`src/design/tksvl_pkg.sv`:
```
// ----------------------------------------------------------------------------
// tksvl_pkg
// Shared types and constants for the top-K sorted violation list.
// ----------------------------------------------------------------------------
package tksvl_pkg;

    // Number of entries held in the list.
    localparam int LIST_DEPTH = 16;
    // Width of a count that can hold LIST_DEPTH itself.
    localparam int COUNT_W = $clog2(LIST_DEPTH + 1);

    // Fixed field widths of the item ports.
    localparam int KIND_W   = 2;
    localparam int VIO_W    = 32;
    localparam int TAG_W    = 16;
    localparam int RIDX_W   = 4;
    localparam int POS_W    = 4;
    localparam int ECOUNT_W = 5;

    typedef enum logic [KIND_W-1:0] {
        KIND_OFFER = 2'd0,
        KIND_CLEAR = 2'd1,
        KIND_READ  = 2'd2,
        KIND_NONE  = 2'd3
    } kind_t;

    typedef enum logic {
        ST_IDLE,
        ST_EXEC
    } ctrl_state_t;

    // Commands from the controller to the datapath.
    typedef struct packed {
        logic load;     // capture the input item
        logic exec;     // perform the operation and load the result registers
    } dp_cmd_t;

endpackage

```
`src/design/tksvl_ctrl.sv`:
```
// ----------------------------------------------------------------------------
// tksvl_ctrl
// Controller: sequences capture and execution of each item and owns the
// handshake on both channels.
// ----------------------------------------------------------------------------
module tksvl_ctrl (
    input  logic              aclk,
    input  logic              aresetn,
    input  logic              s_valid,
    output logic              s_ready,
    output logic              m_valid,
    input  logic              m_ready,
    output tksvl_pkg::dp_cmd_t cmd
);
    import tksvl_pkg::*;

    ctrl_state_t state_reg, state_next;
    logic        out_valid_reg, out_valid_next;

    always_ff @(posedge aclk) begin
        if (!aresetn) begin
            state_reg     <= ST_IDLE;
            out_valid_reg <= 1'b0;
        end else begin
            state_reg     <= state_next;
            out_valid_reg <= out_valid_next;
        end
    end

    always_comb begin
        state_next     = state_reg;
        out_valid_next = out_valid_reg;
        cmd            = '0;
        s_ready        = 1'b0;

        if (out_valid_reg && m_ready) begin
            out_valid_next = 1'b0;
        end

        unique case (state_reg)
            ST_IDLE: begin
                s_ready = 1'b1;
                if (s_valid) begin
                    cmd.load   = 1'b1;
                    state_next = ST_EXEC;
                end
            end
            ST_EXEC: begin
                // The result register must be free, or be emptied this cycle.
                if (!out_valid_reg || m_ready) begin
                    cmd.exec       = 1'b1;
                    out_valid_next = 1'b1;
                    state_next     = ST_IDLE;
                end
            end
            default: begin
                state_next = ST_IDLE;
            end
        endcase
    end

    assign m_valid = out_valid_reg;

endmodule

```
`src/design/tksvl_dp.sv`:
```
// ----------------------------------------------------------------------------
// tksvl_dp
// Datapath: a row of list cells that compare against the offered violation
// in parallel and shift down on insertion, plus the item and result
// registers.
// ----------------------------------------------------------------------------
module tksvl_dp (
    input  logic                                  aclk,
    input  logic                                  aresetn,
    input  tksvl_pkg::dp_cmd_t                    cmd,
    input  logic [tksvl_pkg::KIND_W-1:0]          s_kind,
    input  logic signed [tksvl_pkg::VIO_W-1:0]    s_violation,
    input  logic [tksvl_pkg::TAG_W-1:0]           s_entry_tag,
    input  logic [tksvl_pkg::RIDX_W-1:0]          s_read_index,
    output logic                                  m_accepted,
    output logic [tksvl_pkg::POS_W-1:0]           m_position,
    output logic [tksvl_pkg::ECOUNT_W-1:0]        m_entry_count,
    output logic signed [tksvl_pkg::VIO_W-1:0]    m_read_violation,
    output logic [tksvl_pkg::TAG_W-1:0]           m_read_tag
);
    import tksvl_pkg::*;

    // Captured item.
    logic [KIND_W-1:0]        kind_reg;
    logic signed [VIO_W-1:0]  vio_reg;
    logic [TAG_W-1:0]         tag_reg;
    logic [RIDX_W-1:0]        ridx_reg;

    // List cells.
    logic signed [VIO_W-1:0]  value_reg [LIST_DEPTH];
    logic [TAG_W-1:0]         etag_reg  [LIST_DEPTH];
    logic signed [VIO_W-1:0]  value_next [LIST_DEPTH];
    logic [TAG_W-1:0]         etag_next  [LIST_DEPTH];
    logic [COUNT_W-1:0]       count_reg, count_next;

    // Result registers.
    logic                     acc_reg, acc_next;
    logic [POS_W-1:0]         pos_reg, pos_next;
    logic signed [VIO_W-1:0]  rvio_reg, rvio_next;
    logic [TAG_W-1:0]         rtag_reg, rtag_next;

    logic [LIST_DEPTH-1:0]    beats;
    logic [COUNT_W-1:0]       ins_pos;
    logic                     ins_ok;

    always_ff @(posedge aclk) begin
        if (cmd.load) begin
            kind_reg <= s_kind;
            vio_reg  <= s_violation;
            tag_reg  <= s_entry_tag;
            ridx_reg <= s_read_index;
        end
    end

    always_ff @(posedge aclk) begin
        if (!aresetn) begin
            count_reg <= '0;
        end else if (cmd.exec) begin
            count_reg <= count_next;
        end
    end

    always_ff @(posedge aclk) begin
        if (cmd.exec) begin
            for (int i = 0; i < LIST_DEPTH; i++) begin
                value_reg[i] <= value_next[i];
                etag_reg[i]  <= etag_next[i];
            end
            acc_reg  <= acc_next;
            pos_reg  <= pos_next;
            rvio_reg <= rvio_next;
            rtag_reg <= rtag_next;
        end
    end

    // Each valid cell reports whether the offer beats its stored violation.
    always_comb begin
        for (int i = 0; i < LIST_DEPTH; i++) begin
            beats[i] = (vio_reg > value_reg[i]) && (COUNT_W'(i) < count_reg);
        end
    end

    // First beaten cell wins; with none, the offer goes after the last entry.
    always_comb begin
        ins_pos = count_reg;
        for (int i = LIST_DEPTH - 1; i >= 0; i--) begin
            if (beats[i]) begin
                ins_pos = COUNT_W'(i);
            end
        end
        ins_ok = (ins_pos < COUNT_W'(LIST_DEPTH));
    end

    always_comb begin
        for (int i = 0; i < LIST_DEPTH; i++) begin
            value_next[i] = value_reg[i];
            etag_next[i]  = etag_reg[i];
        end
        count_next = count_reg;
        acc_next   = 1'b0;
        pos_next   = '0;
        rvio_next  = '0;
        rtag_next  = '0;

        unique case (kind_t'(kind_reg))
            KIND_OFFER: begin
                if (ins_ok) begin
                    if (ins_pos == '0) begin
                        value_next[0] = vio_reg;
                        etag_next[0]  = tag_reg;
                    end
                    for (int i = 1; i < LIST_DEPTH; i++) begin
                        if (COUNT_W'(i) == ins_pos) begin
                            value_next[i] = vio_reg;
                            etag_next[i]  = tag_reg;
                        end else if (COUNT_W'(i) > ins_pos) begin
                            value_next[i] = value_reg[i-1];
                            etag_next[i]  = etag_reg[i-1];
                        end
                    end
                    if (count_reg < COUNT_W'(LIST_DEPTH)) begin
                        count_next = count_reg + COUNT_W'(1);
                    end
                    acc_next = 1'b1;
                    pos_next = POS_W'(ins_pos);
                end
            end
            KIND_CLEAR: begin
                count_next = '0;
            end
            KIND_READ: begin
                for (int i = 0; i < LIST_DEPTH; i++) begin
                    if ((int'(ridx_reg) == i) && (COUNT_W'(i) < count_reg)) begin
                        rvio_next = value_reg[i];
                        rtag_next = etag_reg[i];
                    end
                end
            end
            default: begin
            end
        endcase
    end

    assign m_accepted       = acc_reg;
    assign m_position       = pos_reg;
    assign m_entry_count    = ECOUNT_W'(count_reg);
    assign m_read_violation = rvio_reg;
    assign m_read_tag       = rtag_reg;

endmodule

```
`src/design/top_k_sorted_violation_list.sv`:
```
// A result enters the output register in the execute state after its item is captured,
// once that register is free. Each item is captured, then executed, with all list cells
// comparing and shifting together; no new item is taken until the execute state is done.
// The next item is taken while a finished result waits in the output register.
// Reset (aresetn, synchronous, active low) empties the list and both channels.
// ----------------------------------------------------------------------------
// top_k_sorted_violation_list
// Keeps the best LIST_DEPTH candidates in descending order of violation,
// with offer, clear and read operations.
// ----------------------------------------------------------------------------
module top_k_sorted_violation_list (
    input  logic                                  aclk,
    input  logic                                  aresetn,
    input  logic                                  s_valid,
    output logic                                  s_ready,
    input  logic [tksvl_pkg::KIND_W-1:0]          s_kind,
    input  logic signed [tksvl_pkg::VIO_W-1:0]    s_violation,
    input  logic [tksvl_pkg::TAG_W-1:0]           s_entry_tag,
    input  logic [tksvl_pkg::RIDX_W-1:0]          s_read_index,
    output logic                                  m_valid,
    input  logic                                  m_ready,
    output logic                                  m_accepted,
    output logic [tksvl_pkg::POS_W-1:0]           m_position,
    output logic [tksvl_pkg::ECOUNT_W-1:0]        m_entry_count,
    output logic signed [tksvl_pkg::VIO_W-1:0]    m_read_violation,
    output logic [tksvl_pkg::TAG_W-1:0]           m_read_tag
);
    import tksvl_pkg::*;

    dp_cmd_t cmd;

    tksvl_ctrl u_ctrl (
        .aclk    (aclk),
        .aresetn (aresetn),
        .s_valid (s_valid),
        .s_ready (s_ready),
        .m_valid (m_valid),
        .m_ready (m_ready),
        .cmd     (cmd)
    );

    tksvl_dp u_dp (
        .aclk             (aclk),
        .aresetn          (aresetn),
        .cmd              (cmd),
        .s_kind           (s_kind),
        .s_violation      (s_violation),
        .s_entry_tag      (s_entry_tag),
        .s_read_index     (s_read_index),
        .m_accepted       (m_accepted),
        .m_position       (m_position),
        .m_entry_count    (m_entry_count),
        .m_read_violation (m_read_violation),
        .m_read_tag       (m_read_tag)
    );

endmodule

```
`config.mk`:
```
export PLATFORM = sky130hd
export DESIGN_NAME = top_k_sorted_violation_list
export DESIGN_NICKNAME = d
export VERILOG_FILES = /design/src/design/tksvl_pkg.sv /design/src/design/tksvl_ctrl.sv /design/src/design/tksvl_dp.sv /design/src/design/top_k_sorted_violation_list.sv
export SDC_FILE = /design/constraint.sdc
export NUM_CORES = 2
export LEC_CHECK = 0
export ABC_AREA = 1
export ABC_CLOCK_PERIOD_IN_PS = 8100
export BUFFER_PORTS_ARGS = -buffer_cell sky130_fd_sc_hd__buf_4
export CAP_MARGIN = 30
export CORE_UTILIZATION = 58
export DETAILED_ROUTE_END_ITERATION = 7
export MAX_ROUTING_LAYER = met4
export PLACE_DENSITY_LB_ADDON = 0.25
export SLEW_MARGIN = 0
export SYNTH_ARGS = -nofsm -noshare
export SYNTH_HDL_FRONTEND = slang
export SYNTH_SLANG_ARGS = --single-unit
```
`constraint.sdc`:
```
create_clock -name aclk -period 8.1 [get_ports aclk]
set_clock_uncertainty 0.1 [all_clocks]
set_input_delay 0.81 -clock aclk [delete_from_list [all_inputs] [get_ports aclk]]
set_output_delay 0.81 -clock aclk [all_outputs]
set_load 0.05 [all_outputs]
```
* After elaboration in Yosys (flattened, before gate mapping)
Memories as Yosys holds them, arrays and structs flattened.
Cells that the tools add are included.
** Storage, ports and cells
- Register bits :: 114
- RAM bits :: 768
- Output and inout port bits :: 60
- Logic and storage cells :: 269
- Memories kept :: 2
** Memory list
- u_dp.value_reg :: depth 16, width 32, read ports 16, clocked after memory_dff 0, wr ports 16, line tksvl_dp.sv:30 : logic signed [VIO_W-1:0] value_reg [LIST_DEPTH];
- u_dp.etag_reg :: depth 16, width 16, read ports 16, clocked after memory_dff 0, wr ports 16, line tksvl_dp.sv:31 : logic [TAG_W-1:0] etag_reg [LIST_DEPTH];
** Cells by class
- Add/subtract/negate cells :: 1
- Order comparisons :: 49
- Eq/ne operators :: 34
- Multiplexer cells :: 130
- Bitwise logic cells :: 1
- Reduce and logical (&&, ||, !) cells :: 41
** Operators with widths (count)
- 2-to-1 mux 32 bit :: 47
- 2-to-1 mux 512 bit :: 2
- 2-to-1 mux 16 bit :: 47
- > comparator 32 bit :: 16
- 2-to-1 mux 256 bit :: 2
- 2-to-1 mux 5 bit :: 18
- == test 4 x 5 -> 1 bit, first input constant :: 8
- > comparator 4 x 5 -> 1 bit, first input constant :: 8
- less-than comparator 4 x 5 -> 1 bit, first input constant :: 8
- logical AND 1 bit :: 33
- == test 4 bit, second input constant :: 8
- == test 3 x 5 -> 1 bit, first input constant :: 4
- > comparator 3 x 5 -> 1 bit, first input constant :: 4
- less-than comparator 3 x 5 -> 1 bit, first input constant :: 4
- == test 4 x 3 -> 1 bit, second input constant :: 4
- 2-to-1 mux 1 bit :: 12
- == test 2 x 5 -> 1 bit, first input constant :: 2
- > comparator 2 x 5 -> 1 bit, first input constant :: 2
- less-than comparator 1 x 5 -> 1 bit, first input constant :: 2
- less-than comparator 2 x 5 -> 1 bit, first input constant :: 2
- less-than comparator 5 bit, second input constant :: 2
- one-hot mux 5 bit (2 select lines) :: 1
- == test 4 x 2 -> 1 bit, second input constant :: 2
- adder 5 x 1 -> 5 bit, second input constant :: 1
- other kinds (16) :: 17

* Logic depth before layout (Yosys ltp)
- Depth in word-level cells :: 23
- Gate-level depth with buffers :: 38
- Mapped depth without buffers :: 34

* Modules after synthesis
A second synthesis with hierarchy kept.
** Unflattened totals
- Cell total of the unflattened synthesis :: 6525
- Area, all modules :: 56015.0 um^2
** By module, submodules not included
- tksvl_dp :: times used 1, cells an instance 6514, area an instance 55931.1 um^2
- tksvl_ctrl :: times used 1, cells an instance 11, area an instance 83.8 um^2

* Worst setup path after synthesis
No wires, ideal clock.
- Path kind :: register to register
- From :: register, netlist name u_dp.vio_reg[0]
- To :: memory u_dp.etag_reg[5][0], in the netlist u_dp.etag_reg[0][80] (enable)
- Arrival time :: 8.112 ns
- Data required time :: 7.598 ns
- Path slack :: -0.514 ns
- Cell stages (with the launch flop) :: 23
- Path buffers :: 1
- Clock period less this slack :: 8.614 ns
- Cells stage by stage :: edfxtp_1 > buf_2 > inv_1 > ha_1 > inv_1 > a21oi_1 > o21a_1 > o221ai_1 > nand2_1 > nand2_1 > o21ai_0 > nand2_1 > xnor2_1 > nand3_1 > nand2_1 > inv_1 > nand4_2 > nand2_1 > nor2_1 > inv_1 > nor2_1 > nand2_1 > inv_1
** RTL lines (line)
- end, declared :: tksvl_dp.sv:31

==> impl_metrics.prom <==
# TYPE chip_impl_metric gauge
chip_impl_info{name="status",value="completed"} 1
chip_impl_metric{name="p_total",unit="mW"} 10.5
chip_impl_metric{name="critPathMaxFanout",unit=""} 50
chip_impl_metric{name="timing.final.ws_setup",unit="ns"} 1.62
chip_impl_metric{name="timing.reg2reg.setup_slack",unit="ns"} 1.62
chip_impl_metric{name="fmaxAchievable",unit="MHz"} 154
chip_impl_metric{name="drt_iter0_drc",unit=""} 5350
chip_impl_metric{name="synth.avg_cell_area",unit="um2"} 8.83
chip_impl_metric{name="grt_first_pass_wirelength",unit="mm"} 236
chip_impl_info{name="capturing_point_of_the_worst_reg2reg_path",value="u_dp.value_reg[1][149]$_DFFE_PP_"} 1
chip_impl_metric{name="synth_cell_type_count",unit=""} 58
chip_impl_info{name="buffer_cell_driving_the_clock_tree_root",value="sky130_fd_sc_hd__clkbuf_16"} 1
chip_impl_metric{name="finalWirelength",unit="mm"} 154
chip_impl_metric{name="timing.final.crit_share",unit="%"} 80.1
chip_impl_metric{name="gpl.final_weighted_congestion",unit=""} 1.00
chip_impl_metric{name="setup_tns",unit="ns"} 0
chip_impl_metric{name="grt_start_max_net_pins",unit=""} 97
chip_impl_info{name="min_to",value="u_dp.kind_reg[1]$_DFFE_PP_"} 1
chip_impl_metric{name="grt_antenna_before_repair",unit=""} 0
chip_impl_info{name="setup_repair_after_global_routing_missed_its_margin",value="false"} 1
chip_impl_metric{name="timing_hold_violations_final",unit=""} 0
chip_impl_metric{name="grt_util_all_layers",unit="%"} 33.4
chip_impl_metric{name="cts.clk_slew.worst_paths",unit="ns"} 0.06
chip_impl_metric{name="floorplan.initialDensity",unit="%"} 58.9
chip_impl_metric{name="clk-insertion-delay-late",unit="ns"} 0.70
chip_impl_metric{name="power.density",unit="nW/um2"} 176
chip_impl_metric{name="timing.critical_path.arrival",unit="ns"} 6.70
chip_impl_metric{name="core_region_area",unit="um2"} 92400
chip_impl_info{name="r2r-start",value="u_dp.vio_reg[0]$_DFFE_PP_"} 1
chip_impl_metric{name="ios",unit=""} 118
chip_impl_metric{name="drt_antenna_net_count",unit=""} 0
chip_impl_metric{name="grt_pass1_vias",unit=""} 41400
chip_impl_metric{name="maxSlewHeadroom",unit="%"} 31.5
chip_impl_info{name="critical-path-top-delay-family",value="simple AND/OR/NAND/NOR gates"} 1
chip_impl_info{name="critPathSlowestCell",value="sky130_fd_sc_hd__edfxtp_1"} 1
chip_impl_metric{name="cts_setup_buffers",unit=""} 0
chip_impl_info{name="hold_path_class",value="in -> reg"} 1
chip_impl_info{name="worstHoldStart",value="s_kind[1]"} 1
chip_impl_metric{name="max-clock-path-buffers",unit=""} 3
chip_impl_metric{name="count_of_flip_flops_with_a_built_in_enable_after_synthesis",unit=""} 875
chip_impl_metric{name="place.detailed.hpwl",unit="mm"} 118
chip_impl_info{name="tritoncts",value="built"} 1
chip_impl_metric{name="final-setup-viol-count",unit=""} 0
chip_impl_metric{name="placement.setup.worst_slack",unit="ns"} 1.87
chip_impl_metric{name="port-buffer-count",unit=""} 117
chip_impl_info{name="critical_path_class",value="reg -> reg"} 1
chip_impl_metric{name="cts_resized",unit=""} 0
chip_impl_metric{name="p_leak",unit="nW"} 26.3
chip_impl_metric{name="synth_nets",unit=""} 6733
chip_impl_metric{name="via_per_inst",unit=""} 5.89
chip_impl_info{name="postSynth.topFlopCell",value="sky130_fd_sc_hd__edfxtp_1"} 1
chip_impl_metric{name="synth_seq_cells",unit=""} 882
chip_impl_info{name="timing.critical_path.to_type",value="flip-flop"} 1
chip_impl_metric{name="final-max-slew-violation-count",unit=""} 0
chip_impl_metric{name="cap_violations",unit=""} 0
chip_impl_metric{name="syn-cell-area",unit="um2"} 54400
chip_impl_metric{name="final_stage_net_count",unit=""} 6761
chip_impl_info{name="crit_path_start_kind",value="flip-flop"} 1
chip_impl_metric{name="cts_inserted_buffers",unit=""} 99
chip_impl_metric{name="synth_seq_area_share",unit="%"} 48.5
chip_impl_info{name="path_common_cell",value="sky130_fd_sc_hd__nand2_1"} 1
chip_impl_metric{name="period_needed",unit="ns"} 6.48
chip_impl_metric{name="final_layout_size_suffix_gt1_share",unit="%"} 7.33
chip_impl_metric{name="via_count",unit=""} 44200
chip_impl_metric{name="detailedRoute.firstPassIterationCount",unit=""} 8
chip_impl_metric{name="syn_inst",unit=""} 6162
chip_impl_metric{name="grt_overflow",unit=""} 0
chip_impl_metric{name="chipHeight",unit="um"} 308
chip_impl_metric{name="h-tree-depth",unit=""} 3
chip_impl_metric{name="post_cts_hold_buffer_count",unit=""} 0
chip_impl_metric{name="drt_drc_violations_left",unit=""} 0
chip_impl_metric{name="worst_slew_pin_slew",unit="ns"} 1.03
chip_impl_metric{name="dieArea",unit="um2"} 95100
chip_impl_metric{name="fraction_of_registers_with_async_set_reset",unit="%"} 0
chip_impl_metric{name="critPathMaxStageDelay",unit="ns"} 0.84
chip_impl_metric{name="ff2ff_path_depth",unit=""} 25
chip_impl_metric{name="critical_path.n_buffers_inverters",unit=""} 6
chip_impl_metric{name="routedWlPerCell",unit="um"} 20.5
chip_impl_metric{name="die_width",unit="um"} 308
chip_impl_metric{name="flip_flop_count_of_the_largest_register_all_copies_and_words_added",unit=""} 512
chip_impl_metric{name="peakVddDrop",unit="mV"} 0.200
chip_impl_metric{name="area_growth_syn_to_layout",unit="%"} 9.77
chip_impl_metric{name="worst_hold_path.num_cells",unit=""} 1
chip_impl_metric{name="num_rows",unit=""} 111
chip_impl_metric{name="cp_data_required_time",unit="ns"} 8.32
chip_impl_metric{name="yosysWarnings",unit=""} 0
chip_impl_metric{name="clock-sinks",unit=""} 882
[metal layers]
metal | vias up | GRT usage (%) | part of all wire, %
met1 | 20400 | 47.9 | 44
met3 | 261 | 6.37 | 11
met2 | 2230 | 47.6 | 42
met5 | - | - | 0
met4 | 0 | 11.0 | 3.3
li1 | 21300 | - | -
[worst max path at each step]
stage	from	endpoint	slack, ns	cells after the start
after floorplan	u_dp.vio_reg[0]$_DFFE_PP_	u_dp.etag_reg[0][100]$_DFFE_PP_	0.005	21
after global placement	u_dp.vio_reg[0]$_DFFE_PP_	u_dp.value_reg[1][136]$_DFFE_PP_	1.92	31
after detailed placement	u_dp.vio_reg[11]$_DFFE_PP_	u_dp.value_reg[1][136]$_DFFE_PP_	1.87	21
after global routing	u_dp.vio_reg[0]$_DFFE_PP_	u_dp.value_reg[1][113]$_DFFE_PP_	1.17	34
final	u_dp.vio_reg[0]$_DFFE_PP_	u_dp.value_reg[1][149]$_DFFE_PP_	1.62	25
after CTS	u_dp.vio_reg[11]$_DFFE_PP_	u_dp.value_reg[1][149]$_DFFE_PP_	1.83	21
[cells by family (layout without fill, tap and decap cells)]
| logic type | after synthesis | after routing | synth area share (%) |
|---|---|---|---|
| fa+ha+maj | 513 | 513 | 11.8 |
| simple gates | 2419 | 2419 | 18.9 |
| buf+inv | 1083 | 1182 | 8.09 |
| compound gates | 1262 | 1262 | 12.7 |
| xor+xnor | 3 | 3 | 0.0483 |
| other cells | 0 | 1 | 0 |
| flops | 882 | 882 | 48.5 |
[cell type report]
cell class / count / area, um2
fill: 7465 / 32600
sequential: 882 / 26400
multi-input combinational: 4197 / 23900
inverter: 767 / 2880
clock buffer: 122 / 2590
timing repair buffer: 243 / 1980
tap: 1243 / 1560
clock inverter: 50 / 468
antenna: 1 / 2.50
[placed cells by master (no fill, tap or decap), types with 31 or more instances in the layout]
| cell type | netlist | final |
|---|---|---|
| sky130_fd_sc_hd__a21oi_1 | 290 | 283 |
| sky130_fd_sc_hd__buf_4 | 20 | 234 |
| sky130_fd_sc_hd__clkbuf_16 | 0 | 99 |
| sky130_fd_sc_hd__edfxtp_1 | 875 | 875 |
| sky130_fd_sc_hd__ha_1 | 513 | 513 |
| sky130_fd_sc_hd__inv_1 | 754 | 750 |
| sky130_fd_sc_hd__nand2_1 | 1567 | 1559 |
| sky130_fd_sc_hd__nand3_1 | 162 | 161 |
| sky130_fd_sc_hd__nand4_1 | 231 | 231 |
| sky130_fd_sc_hd__nor2_1 | 325 | 316 |
| sky130_fd_sc_hd__nor3_1 | 50 | 42 |
| sky130_fd_sc_hd__nor4_1 | 37 | 37 |
| sky130_fd_sc_hd__o211ai_1 | 31 | 31 |
| sky130_fd_sc_hd__o21ai_0 | 655 | 655 |
| sky130_fd_sc_hd__o21ai_1 | 115 | 115 |
| sky130_fd_sc_hd__o221ai_1 | 45 | 45 |
[metrics by stage]
stage	cells	util (%)	instance area, um2	hold WS [ns]
4_1_cts	7499	64.5	59600	0.157
6_report	7505	64.7	59700	0.189
3_5_place_dp	7327	61.2	56500	0.399
5_1_grt	7504	64.7	59700	0.173
3_3_place_gp	7323	61.1	56500	0.377
2_1_floorplan	6162	-	54400	0.321
[power breakdown]
| group | leakage [nW] | total, mW | internal, mW | switching, mW |
|---|---|---|---|---|
| logic | 16.8 | 0.942 | 0.295 | 0.647 |
| registers | 8.05 | 5.22 | 5.13 | 0.0937 |
| clock network | 1.50 | 4.37 | 2.46 | 1.91 |
[synthesized netlist by cell type (3+ instances only)]
| library cell | number | area [um2] |
|---|---|---|
| sky130_fd_sc_hd__nor2_4 | 7 | 78.8 |
| sky130_fd_sc_hd__inv_1 | 754 | 2830 |
| sky130_fd_sc_hd__and3_1 | 5 | 31.3 |
| sky130_fd_sc_hd__buf_4 | 20 | 150 |
| sky130_fd_sc_hd__buf_1 | 12 | 45.0 |
| sky130_fd_sc_hd__nor4_2 | 8 | 100 |
| sky130_fd_sc_hd__buf_2 | 107 | 536 |
| sky130_fd_sc_hd__o22ai_1 | 22 | 138 |
| sky130_fd_sc_hd__clkbuf_1 | 158 | 593 |
| sky130_fd_sc_hd__nand3_1 | 162 | 811 |
| sky130_fd_sc_hd__nand3_2 | 5 | 50.1 |
| sky130_fd_sc_hd__nand4_1 | 231 | 1450 |
| sky130_fd_sc_hd__o21ai_1 | 115 | 576 |
| sky130_fd_sc_hd__xnor2_1 | 3 | 26.3 |
| sky130_fd_sc_hd__nor4_1 | 37 | 231 |
| sky130_fd_sc_hd__nand2_1 | 1567 | 5880 |
| sky130_fd_sc_hd__inv_2 | 5 | 18.8 |
| sky130_fd_sc_hd__o21a_1 | 13 | 97.6 |
| sky130_fd_sc_hd__a311oi_1 | 7 | 61.3 |
| sky130_fd_sc_hd__buf_6 | 17 | 191 |
| sky130_fd_sc_hd__a21oi_1 | 290 | 1450 |
| sky130_fd_sc_hd__a2111oi_0 | 9 | 78.8 |
| sky130_fd_sc_hd__nand2_2 | 9 | 56.3 |
| sky130_fd_sc_hd__o211ai_1 | 31 | 233 |
| sky130_fd_sc_hd__a31oi_1 | 16 | 100 |
| sky130_fd_sc_hd__a211oi_1 | 22 | 165 |
| sky130_fd_sc_hd__dfxtp_1 | 7 | 140 |
| sky130_fd_sc_hd__a41oi_1 | 4 | 35.0 |
| sky130_fd_sc_hd__ha_1 | 513 | 6420 |
| sky130_fd_sc_hd__edfxtp_1 | 875 | 26300 |
| sky130_fd_sc_hd__a221oi_1 | 8 | 70.1 |
| sky130_fd_sc_hd__o2111ai_1 | 6 | 52.6 |
| sky130_fd_sc_hd__o221ai_1 | 45 | 394 |
| sky130_fd_sc_hd__o21bai_1 | 3 | 22.5 |
| sky130_fd_sc_hd__nor2_2 | 3 | 18.8 |
| sky130_fd_sc_hd__o21ai_0 | 655 | 3280 |
| sky130_fd_sc_hd__clkinv_1 | 7 | 26.3 |
| sky130_fd_sc_hd__nor3_1 | 50 | 250 |
| sky130_fd_sc_hd__a21o_1 | 8 | 60.1 |
| sky130_fd_sc_hd__nor2_1 | 325 | 1220 |
No activity file was read; power rests on OpenSTA's default activity.
